===== src/hw/rtl/bms_pkg.sv =====
`default_nettype none

package bms_pkg;

    localparam int STRENGTH_W = 31;
    localparam int TAG_W      = 32;
    localparam int CAP_W      = 6;

    localparam logic [CAP_W-1:0] CAP_RESET = 6'd32;

    localparam logic ACT_INSERT = 1'b0;
    localparam logic ACT_LIST   = 1'b1;

    localparam logic [1:0] CAUSE_BEATEN  = 2'd0;
    localparam logic [1:0] CAUSE_DROPPED = 2'd1;
    localparam logic [1:0] CAUSE_LISTED  = 2'd2;

    typedef struct packed {
        logic                  action;
        logic [STRENGTH_W-1:0] strength;
        logic [TAG_W-1:0]      tag;
    } in_item_t;

    typedef struct packed {
        logic [TAG_W-1:0] out_tag;
        logic [1:0]       cause;
        logic             last;
    } out_item_t;

    typedef struct packed {
        logic [STRENGTH_W-1:0] strength;
        logic [TAG_W-1:0]      tag;
    } entry_t;

    typedef struct packed {
        logic      load;
        out_item_t item;
    } result_load_t;

endpackage

`default_nettype wire


===== src/hw/rtl/bms_ram.sv =====
`default_nettype none

module bms_ram #(
    parameter int WIDTH = 8,
    parameter int DEPTH = 32,
    localparam int AW = $clog2(DEPTH)
) (
    input  wire logic             aclk,
    input  wire logic             wr_en,
    input  wire logic [AW-1:0]    wr_addr,
    input  wire logic [WIDTH-1:0] wr_data,
    input  wire logic [AW-1:0]    rd_addr,
    output logic      [WIDTH-1:0] rd_data
);

    logic [WIDTH-1:0] mem_reg [DEPTH];
    logic [WIDTH-1:0] rd_data_reg;

    always_ff @(posedge aclk) begin
        if (wr_en) begin
            mem_reg[wr_addr] <= wr_data;
        end
        rd_data_reg <= mem_reg[rd_addr];
    end

    assign rd_data = rd_data_reg;

endmodule

`default_nettype wire


===== src/hw/rtl/bms_ctrl.sv =====
`default_nettype none

module bms_ctrl import bms_pkg::*; #(
    parameter int DEPTH = 32,
    localparam int AW = $clog2(DEPTH)
) (
    input  wire logic         aclk,
    input  wire logic         aresetn,
    input  wire logic         start,
    input  wire in_item_t     item,
    output logic              idle,
    input  wire logic [CAP_W-1:0] capacity,
    input  wire logic         out_free,
    output result_load_t      emit_out,
    output logic              ram_we,
    output logic [AW-1:0]     ram_waddr,
    output entry_t            ram_wdata,
    output logic [AW-1:0]     ram_raddr,
    input  wire entry_t       ram_rdata
);

    localparam int CW   = $clog2(DEPTH + 1);
    localparam int CMPW = (CW > CAP_W) ? CW : CAP_W;
    localparam logic [AW:0] DEPTH_W = (AW + 1)'(DEPTH);

    localparam logic [2:0] S_IDLE  = 3'd0;
    localparam logic [2:0] S_RD    = 3'd1;
    localparam logic [2:0] S_EV    = 3'd2;
    localparam logic [2:0] S_CAP   = 3'd3;
    localparam logic [2:0] S_DRD   = 3'd4;
    localparam logic [2:0] S_DEV   = 3'd5;
    localparam logic [2:0] S_PUSH  = 3'd6;
    localparam logic [2:0] S_FLUSH = 3'd7;

    logic [2:0]            state_reg, state_next;
    logic [CW-1:0]         count_reg, count_next;
    logic [AW-1:0]         base_reg, base_next;
    logic [AW-1:0]         cursor_reg, cursor_next;
    logic                  pend_valid_reg, pend_valid_next;
    out_item_t             pend_reg, pend_next;
    logic                  act_reg, act_next;
    logic [STRENGTH_W-1:0] str_reg, str_next;
    logic [TAG_W-1:0]      tag_reg, tag_next;

    logic                  want_emit;
    logic                  can_emit;
    out_item_t             new_item;
    logic [CMPW-1:0]       count_ext;
    logic [CMPW-1:0]       cap_ext;
    logic [CMPW-1:0]       eff_cap;
    logic                  need_drop;

    function automatic logic [AW-1:0] wrap_add(input logic [AW-1:0] a, input logic [AW-1:0] b);
        logic [AW:0] sum;
        sum = {1'b0, a} + {1'b0, b};
        if (sum >= DEPTH_W) begin
            sum = sum - DEPTH_W;
        end
        return sum[AW-1:0];
    endfunction

    // capacity of zero acts as one, above DEPTH acts as DEPTH
    always_comb begin
        count_ext = CMPW'(count_reg);
        cap_ext   = CMPW'(capacity);
        if (cap_ext == '0) begin
            eff_cap = CMPW'(1);
        end else if (cap_ext > CMPW'(DEPTH)) begin
            eff_cap = CMPW'(DEPTH);
        end else begin
            eff_cap = cap_ext;
        end
        need_drop = (count_ext >= eff_cap) && (count_reg != '0);
    end

    assign idle      = (state_reg == S_IDLE);
    assign ram_raddr = wrap_add(base_reg, cursor_reg);
    assign can_emit  = !pend_valid_reg || out_free;

    always_comb begin
        state_next      = state_reg;
        count_next      = count_reg;
        base_next       = base_reg;
        cursor_next     = cursor_reg;
        pend_valid_next = pend_valid_reg;
        pend_next       = pend_reg;
        act_next        = act_reg;
        str_next        = str_reg;
        tag_next        = tag_reg;
        want_emit       = 1'b0;
        new_item        = '{out_tag: ram_rdata.tag, cause: CAUSE_LISTED, last: 1'b0};
        emit_out        = '{load: 1'b0, item: pend_reg};
        ram_we          = 1'b0;
        ram_waddr       = wrap_add(base_reg, count_reg[AW-1:0]);
        ram_wdata       = '{strength: str_reg, tag: tag_reg};

        unique case (state_reg)
            S_IDLE: begin
                if (start) begin
                    act_next    = item.action;
                    str_next    = item.strength;
                    tag_next    = item.tag;
                    cursor_next = AW'(count_reg - 1'b1);
                    if (count_reg == '0) begin
                        state_next = (item.action == ACT_LIST) ? S_FLUSH : S_CAP;
                    end else begin
                        state_next = S_RD;
                    end
                end
            end
            S_RD: begin
                state_next = S_EV;
            end
            S_EV: begin
                if (act_reg == ACT_LIST) begin
                    want_emit = 1'b1;
                    if (can_emit) begin
                        if (cursor_reg == '0) begin
                            state_next = S_FLUSH;
                        end else begin
                            cursor_next = cursor_reg - 1'b1;
                            state_next  = S_RD;
                        end
                    end
                end else if (ram_rdata.strength < str_reg) begin
                    want_emit      = 1'b1;
                    new_item.cause = CAUSE_BEATEN;
                    if (can_emit) begin
                        count_next = count_reg - 1'b1;
                        if (cursor_reg == '0) begin
                            state_next = S_CAP;
                        end else begin
                            cursor_next = cursor_reg - 1'b1;
                            state_next  = S_RD;
                        end
                    end
                end else begin
                    state_next = S_CAP;
                end
            end
            S_CAP: begin
                cursor_next = '0;
                state_next  = need_drop ? S_DRD : S_PUSH;
            end
            S_DRD: begin
                state_next = S_DEV;
            end
            S_DEV: begin
                want_emit      = 1'b1;
                new_item.cause = CAUSE_DROPPED;
                if (can_emit) begin
                    base_next  = wrap_add(base_reg, AW'(1));
                    count_next = count_reg - 1'b1;
                    state_next = S_PUSH;
                end
            end
            S_PUSH: begin
                ram_we     = 1'b1;
                count_next = count_reg + 1'b1;
                state_next = S_FLUSH;
            end
            S_FLUSH: begin
                // release the held word as the item's final result
                if (!pend_valid_reg) begin
                    state_next = S_IDLE;
                end else if (out_free) begin
                    emit_out.load      = 1'b1;
                    emit_out.item.last = 1'b1;
                    pend_valid_next    = 1'b0;
                    state_next         = S_IDLE;
                end
            end
            default: begin
                state_next = S_IDLE;
            end
        endcase

        // hold each new word one step so its last flag is known when it leaves
        if (want_emit && can_emit) begin
            if (pend_valid_reg) begin
                emit_out.load = 1'b1;
            end
            pend_next       = new_item;
            pend_valid_next = 1'b1;
        end
    end

    always_ff @(posedge aclk) begin
        if (!aresetn) begin
            state_reg      <= S_IDLE;
            count_reg      <= '0;
            base_reg       <= '0;
            cursor_reg     <= '0;
            pend_valid_reg <= 1'b0;
        end else begin
            state_reg      <= state_next;
            count_reg      <= count_next;
            base_reg       <= base_next;
            cursor_reg     <= cursor_next;
            pend_valid_reg <= pend_valid_next;
        end
    end

    always_ff @(posedge aclk) begin
        pend_reg <= pend_next;
        act_reg  <= act_next;
        str_reg  <= str_next;
        tag_reg  <= tag_next;
    end

endmodule

`default_nettype wire


===== src/hw/rtl/bounded_monotonic_stack_unit.sv =====
// Sequence: an insert reads and compares each entry from the top (each popped one and the one
// that stops the pops), checks capacity, reads and drops the oldest entry when full, pushes and
// releases its final word; a listing emits each entry from the top, then its last word. A word
// waiting on m_ready stalls the sequence. One item at a time, the next accepted only when idle
// again, set by the registered read of the single entry memory feeding one compare unit.
// Reset (aresetn low, synchronous): stack emptied, capacity 32, no word pending, memory kept.
`default_nettype none

module bounded_monotonic_stack_unit import bms_pkg::*; #(
    parameter int DEPTH = 32
) (
    input  wire logic             aclk,
    input  wire logic             aresetn,
    input  wire logic             s_valid,
    output logic                  s_ready,
    input  wire in_item_t         s_data,
    output logic                  m_valid,
    input  wire logic             m_ready,
    output out_item_t             m_data,
    input  wire logic             cfg_valid,
    output logic                  cfg_ready,
    input  wire logic [CAP_W-1:0] cfg_data
);

    localparam int AW = $clog2(DEPTH);

    logic [CAP_W-1:0] capacity_reg;
    logic             m_valid_reg;
    out_item_t        m_data_reg;
    logic             idle;
    logic             out_free;
    result_load_t     emit;
    logic             ram_we;
    logic [AW-1:0]    ram_waddr;
    logic [AW-1:0]    ram_raddr;
    entry_t           ram_wdata;
    entry_t           ram_rdata;

    assign cfg_ready = 1'b1;
    assign s_ready   = idle;
    assign m_valid   = m_valid_reg;
    assign m_data    = m_data_reg;
    assign out_free  = !m_valid_reg || m_ready;

    always_ff @(posedge aclk) begin
        if (!aresetn) begin
            capacity_reg <= CAP_RESET;
            m_valid_reg  <= 1'b0;
        end else begin
            if (cfg_valid && cfg_ready) begin
                capacity_reg <= cfg_data;
            end
            if (emit.load) begin
                m_valid_reg <= 1'b1;
            end else if (m_ready) begin
                m_valid_reg <= 1'b0;
            end
        end
    end

    always_ff @(posedge aclk) begin
        if (emit.load) begin
            m_data_reg <= emit.item;
        end
    end

    bms_ctrl #(
        .DEPTH(DEPTH)
    ) u_ctrl (
        .aclk      (aclk),
        .aresetn   (aresetn),
        .start     (s_valid && s_ready),
        .item      (s_data),
        .idle      (idle),
        .capacity  (capacity_reg),
        .out_free  (out_free),
        .emit_out  (emit),
        .ram_we    (ram_we),
        .ram_waddr (ram_waddr),
        .ram_wdata (ram_wdata),
        .ram_raddr (ram_raddr),
        .ram_rdata (ram_rdata)
    );

    bms_ram #(
        .WIDTH($bits(entry_t)),
        .DEPTH(DEPTH)
    ) u_ram (
        .aclk    (aclk),
        .wr_en   (ram_we),
        .wr_addr (ram_waddr),
        .wr_data (ram_wdata),
        .rd_addr (ram_raddr),
        .rd_data (ram_rdata)
    );

endmodule

`default_nettype wire


===== config.mk =====
export PLATFORM = sky130hd
export DESIGN_NAME = bounded_monotonic_stack_unit
export DESIGN_NICKNAME = d
export VERILOG_FILES = /design/src/hw/rtl/bms_pkg.sv /design/src/hw/rtl/bms_ram.sv /design/src/hw/rtl/bms_ctrl.sv /design/src/hw/rtl/bounded_monotonic_stack_unit.sv
export SDC_FILE = /design/constraint.sdc
export NUM_CORES = 2
export LEC_CHECK = 0
export BUFFER_PORTS_ARGS = -buffer_cell sky130_fd_sc_hd__buf_4
export CAP_MARGIN = 20
export CELL_PAD_IN_SITES_DETAIL_PLACEMENT = 1
export CELL_PAD_IN_SITES_GLOBAL_PLACEMENT = 2
export CORE_AREA = 3 3 326 570
export CTS_BUF_LIST = sky130_fd_sc_hd__clkbuf_2 sky130_fd_sc_hd__clkbuf_4 sky130_fd_sc_hd__clkbuf_8
export DETAILED_ROUTE_END_ITERATION = 7
export DIE_AREA = 0 0 329 573
export GPL_TIMING_DRIVEN = 0
export PLACE_DENSITY_LB_ADDON = 0.08
export SKIP_CTS_REPAIR_TIMING = 1
export SYNTH_ARGS = -nofsm -noshare
export SYNTH_HDL_FRONTEND = slang
export SYNTH_SLANG_ARGS = --single-unit

===== constraint.sdc =====
create_clock -name aclk -period 4.7 [get_ports aclk]
set_input_delay 0.47 -clock aclk [delete_from_list [all_inputs] [get_ports aclk]]
set_output_delay 0.47 -clock aclk [all_outputs]
set_load 0.01 [all_outputs]

* Word-level counts from Yosys, hierarchy flattened
Memories as Yosys holds them, arrays and structs flattened. A register that Yosys moved wholly into a read port is not among the register bits.
Cells that the tools add are included.
** Storage, ports and cells
- Register bits after elaboration :: 160
- Memories :: 1
- Bits of input ports :: 75
- Logic and storage cells :: 116
- Output and inout port bits :: 38
- RAM bits :: 2016
** Memories
- u_ram.mem_reg :: words 32, width 63, read ports 1, clocked after memory_dff 1, wr ports 1, line bms_ram.sv:16 : logic [WIDTH-1:0] mem_reg [DEPTH];
** Cells by class
- Magnitude comparators :: 6
- Add/subtract/negate cells :: 9
- Reductions and logical operators :: 21
- Multiplexer cells :: 49
- Equality and inequality tests :: 15
** Operator list (number)
- $mux W5 :: 8
- $mux W3 :: 11
- $lt A31 B31 Y1 :: 1
- $mux W6 :: 5
- $pmux W3 S8 :: 1
- $sub A5 B1 Y5 const B :: 4
- $ge A6 B6 Y1 const B :: 3
- $pmux W6 S3 :: 1
- $mux W1 :: 16
- $pmux W5 S3 :: 1
- $add A5 B5 Y6 :: 2
- $eq A3 B3 Y1 const B :: 4
- $logic_not A6 Y1 :: 2
- $mux W2 :: 4
- $add A5 B1 Y6 const B :: 1
- $add A6 B1 Y6 const B :: 1
- $eq A3 B2 Y1 const B :: 2
- $ge A6 B6 Y1 :: 1
- $gt A6 B6 Y1 const B :: 1
- $ne A2 B1 Y1 const B :: 3
- $ne A3 B2 Y1 const B :: 2
- $reduce_and A3 Y1 :: 2
- $reduce_bool A3 Y1 :: 2
- $reduce_bool A6 Y1 :: 1
- 15 further kinds :: 21

* Depth between registers and ports, before layout
- Depth in word-level cells :: 8
- Mapped depth :: 12

* Hierarchy
A second synthesis with hierarchy kept.
** Unflattened totals
- Cell total of the unflattened synthesis :: 3568
- Area, all modules :: 84733.8 um2
** Modules (own cells, without submodules)
- bms_ram :: times used 1, cells each 3055, area each 77774.6 um2
- bms_ctrl :: times used 1, cells each 452, area each 5626.6 um2
- bounded_monotonic_stack_unit :: times used 1, cells each 61, area each 1332.5 um2

* Worst setup path after synthesis
Ideal clock, no wire load.
- Path type :: reg-to-reg
- Start point :: reg u_ctrl.count_reg[0] (netlist: u_ctrl.count_ext[0])
- End point :: mem u_ram.mem_reg[10][0] (netlist bit), enable pin
- Setup slack :: -296 ps
- Data arrival time :: 4512 ps
- Period minus slack after synthesis :: 4996 ps
- Stages on the path, launching flop included :: 9
- Buffers on the path :: 0
- Cell sequence :: dfxtp_1 ha_1 fa_1 a21o_1 a21oi_1 xnor2_1 nor2b_1 nand2_1 nor2_1
** Between the ends
- Word-level cells in the longest chain between the ends :: 3
** Ends and longest elaborated chain
- start, declared :: line bms_ctrl.sv:36 : logic [CW-1:0] count_reg, count_next;
- start signal, assigned :: line bms_ctrl.sv:197 : count_reg <= count_next;
- $add A5 B5 Y6 * :: line bms_ctrl.sv:55 : sum = {1'b0, a} + {1'b0, b};
- $sub A5 B1 Y5 or $ge A6 B6 Y1 (tied branches) :: line bms_ctrl.sv:57, bms_ctrl.sv:56
- $mux W5 * :: line bms_ctrl.sv:56 : if (sum >= DEPTH_W) begin
- end, declared :: line bms_ram.sv:16
Mark *: on every way between the ends. The rest lies on a longest branch, timed or not.

* Worst setup path in the final report
- Start point :: reg u_ctrl.base_reg[0]
- End point :: reg u_ram.rd_data_reg[29] (netlist: u_ram.rd_data[29]) (read register of u_ram.mem_reg)
** Between the ends
- Word-level cells in the longest chain between the ends :: 3
** Ends and longest elaborated chain
- start, declared :: line bms_ctrl.sv:37 : logic [AW-1:0] base_reg, base_next;
- start signal, assigned :: line bms_ctrl.sv:198 : base_reg <= base_next;
- $add A5 B5 Y6 * :: line bms_ctrl.sv:55
- $sub A5 B1 Y5 or $ge A6 B6 Y1 (tied branches) :: line bms_ctrl.sv:57, bms_ctrl.sv:56
- $mux W5 * :: line bms_ctrl.sv:56
- end, declared :: line bms_ram.sv:17 : logic [WIDTH-1:0] rd_data_reg;
Marks and branches as above.
A chain may end at the register's enable or synchronous reset.

==> impl_results.md <==
- Status: finished clean
- Initial antenna violation count: 14
- Synthesized area per cell: between 15 and 20 µm²
- Peak Freq: about 220 MHz
- Tot Pwr: 56150 µW
- Worst Skew: ~0.057 ns
- Starting Density: 46.89%
- Max reg flops: approximately 2000
- Async S/R FF share, synth: 0%
- DRC viols: 0
- WP buf/inv: 4
- Cells after synthesis: roughly 4300
- Hold WC Path Type: in2reg
- Total number of vias: between 40000 and 50000
- WL final: about 240000 µm
- First-pass GRT wire length: ~340000 µm
- Die width: ~330 µm
- Worst-margin pin slew: ~1.1 ns
- GP Congestion: approximately 0.77
- Hold slack: 0.003510 ns
- # rows: approximately 210
- Most common cell after layout, fill and taps aside: edfxtp_1
- CTS buffer count: approximately 330
- Post-layout net count: a little over 5000
- Placeable Area: around 0.18 mm²
- Crit path required time: 5.44 ns
- 1st-iter DRT viols: 3734
- GRT overflow: 0
- IR drop worst, VDD: approximately 0.40 mV
- Layout cells sized above 1: ~27%
- Pin count of the biggest net entering global routing: 35
- Top delay family on crit path: buffers and inverters
- Die area: approximately 0.19 mm²
- Die Span Y: 573 µm
- CTS clock-pin slew for the worst setup and hold paths: 0.06 ns
- Syn_nets: approximately 4400
- Vias in the first global route: between 40000 and 50000
- Endpoints failing setup: 0
- CP peak stage delay: about 0.66 ns
- Final hold violations: 0
- 1st-pass router iterations: 5
- Mapped Area: ~0.085 mm²
- Worst path cell trace: ha_1 -> fa_1 -> buf_2 -> clkbuf_1 -> buf_8 -> clkbuf_1 -> mux4_2 -> nand2_1 -> nand3_1 -> nand2_1 -> o21ai_0
- CP Capture Type: register
- H-tree levels: 5
- Final min period: 4.576 ns
- Pwr per Cell Area: ~560 mW/mm²
- DR WL/cell: around 31 µm
- Most frequent cells in the layout: edfxtp_1 (2149), nand2_1 (607), mux4_2 (504), clkbuf_8 (358), nand3_1 (321)
- TritonCTS Sinks: approximately 2200
- Top FF cell, synth: edfxtp_1
- Boundary Pins: approximately 110
- Layout area overhead: 17.41%
- Dpl hpwl: approximately 160000 µm
- Register cell area after layout: 0.06633 mm²
- Post-route ant nets: 0
- Worst-case clock buffer depth: 4
- Yosys reg bits: between 2000 and 2500
- Crit path arrival time: 5.31 ns
- Post-synth EDFFs: about 2100
- Leakage dissipation: about 0.033 µW
- Root Buffer: clkbuf_8
- Max Cap Violations: 0
- TritonCTS clock tree: yes
- Register area share after synthesis: between 70% and 80%
- Setup CP Type: reg2reg
- Synth cell types: 64
- Post-layout util: a little under three fifths
- Worst path slowest cell: clkbuf_1
- Fillers: between 15000 and 20000
- Max-slew headroom: between 20% and 30%
- Max Transition Viols Final: 0
- Synthesis Warnings: 0
- Worst skew pair latency: 0.93 ns
- Final Cycle Share: between 90% and 100%
- Footprint of the multi-input gates: between 0.015 and 0.02 mm²
- Port buffer count: 110
- Setup crit start kind: register
- All-layer global routing usage: 25.26%
- RSZ-0062 raised after global routing: no
- Vias/cell: 5.739
- Max FO, Critical Path: 10
[cells in the mapped netlist, types with 7 or more instances]
cell type,number,area share (%)
edfxtp_1,2149,76
nand2_1,607,2.7
mux4_2,504,13
nand3_1,321,1.9
clkbuf_1,137,0.60
dfxtp_1,90,2.1
nor2_1,66,0.29
buf_2,62,0.36
o21ai_0,57,0.34
ha_1,49,0.72
inv_1,38,0.17
a21oi_1,28,0.16
o21ai_1,22,0.13
nor3_1,16,0.094
buf_1,15,0.066
xnor2_1,13,0.13
mux2i_1,10,0.12
a21o_1,7,0.062
xor2_1,7,0.072
[worst register-to-register path: stages, from the launching register on]
cell	delay, ns
dfxtp_1	0.38
ha_1	0.25
fa_1	0.49
buf_2	0.50
clkbuf_1	0.67
buf_8	0.23
clkbuf_1	0.67
mux4_2	0.36
nand2_1	0.06
nand3_1	0.11
nand2_1	0.12
o21ai_0	0.55
[metrics by stage]
step / setup WS, ns / cells / setup TNS [ns] / instance area (µm²)
final: 0.1241 / 7615 / 0 / 99960
after global routing: 0.02918 / 7612 / 0 / 99950
after CTS: -0.3328 / 7497 / -13.38 / 98230
after detailed placement: -0.2791 / 6912 / -10.83 / 91720
after global placement: -4.779 / 6795 / -6459.52 / 89010
after floorplan: -0.2960 / 4282 / -215.50 / 85180
[per-layer routing]
layer / share of wire, % / global-route usage, % / up-vias / wire [µm]
li1: - / - / 18550 / -
met1: 36 / 29.69 / 23510 / 86220
met2: 55 / 46.83 / 1244 / 131200
met3: 4.4 / 3.371 / 401 / 10500
met4: 3.9 / 9.233 / 0 / 9142
met5: 0 / 0 / - / 0
[where the power goes]
group	switching [µW]	internal, µW	leakage [µW]
registers	793	23400	0.0201
logic	9700	6410	0.00900
clock network	7430	8370	0.00347
total	17900	38200	0.0326
[logic make-up (layout without fill, tap and decap cells)]
| kind of cell | after synthesis | count (layout) | synth area share, % |
|---|---|---|---|
| XOR/XNOR | 21 | 21 | 0.2249 |
| AND/OR/NAND/NOR | 1055 | 1055 | 5.361 |
| flip-flops | 2239 | 2239 | 77.91 |
| multiplexers | 515 | 515 | 13.46 |
| other | 1 | 8 | 0.004405 |
| AO/OA/AOI/OAI | 144 | 144 | 1.011 |
| buffers and inverters | 256 | 1179 | 1.257 |
| adder cells (fa/ha/maj) | 51 | 51 | 0.7671 |
[area by class of cell]
| type | count | share of cell area, % |
|---|---|---|
| repair buffers | 338 | 4.951 |
| multi-input cells | 1787 | 18.07 |
| well taps | 2403 | 3.008 |
| plain buffers | 218 | 0.9388 |
| clock buffers | 468 | 5.743 |
| inverters | 38 | 0.1427 |
| diodes | 7 | 0.01752 |
| flip-flops and latches | 2239 | 66.36 |
| clock inverters | 117 | 0.7698 |
[worst paths after layout]
kind	startpoint	to	slack [ns]	cells after the start
worst min-delay path	s_valid	u_ctrl.state_reg[0]$_SDFFE_PN0P_	0.004	4
worst max register to register	u_ctrl.base_reg[0]$_SDFFE_PN0P_	u_ram.rd_data[29]$_DFF_P_	0.12	11
worst min register to register	u_ram.rd_data[30]$_DFF_P_	u_ctrl.emit_out[33]$_DFFE_PP_	0.40	0
worst max-delay path	u_ctrl.base_reg[0]$_SDFFE_PN0P_	u_ram.rd_data[29]$_DFF_P_	0.12	11
(Power assumes the default switching activity.)
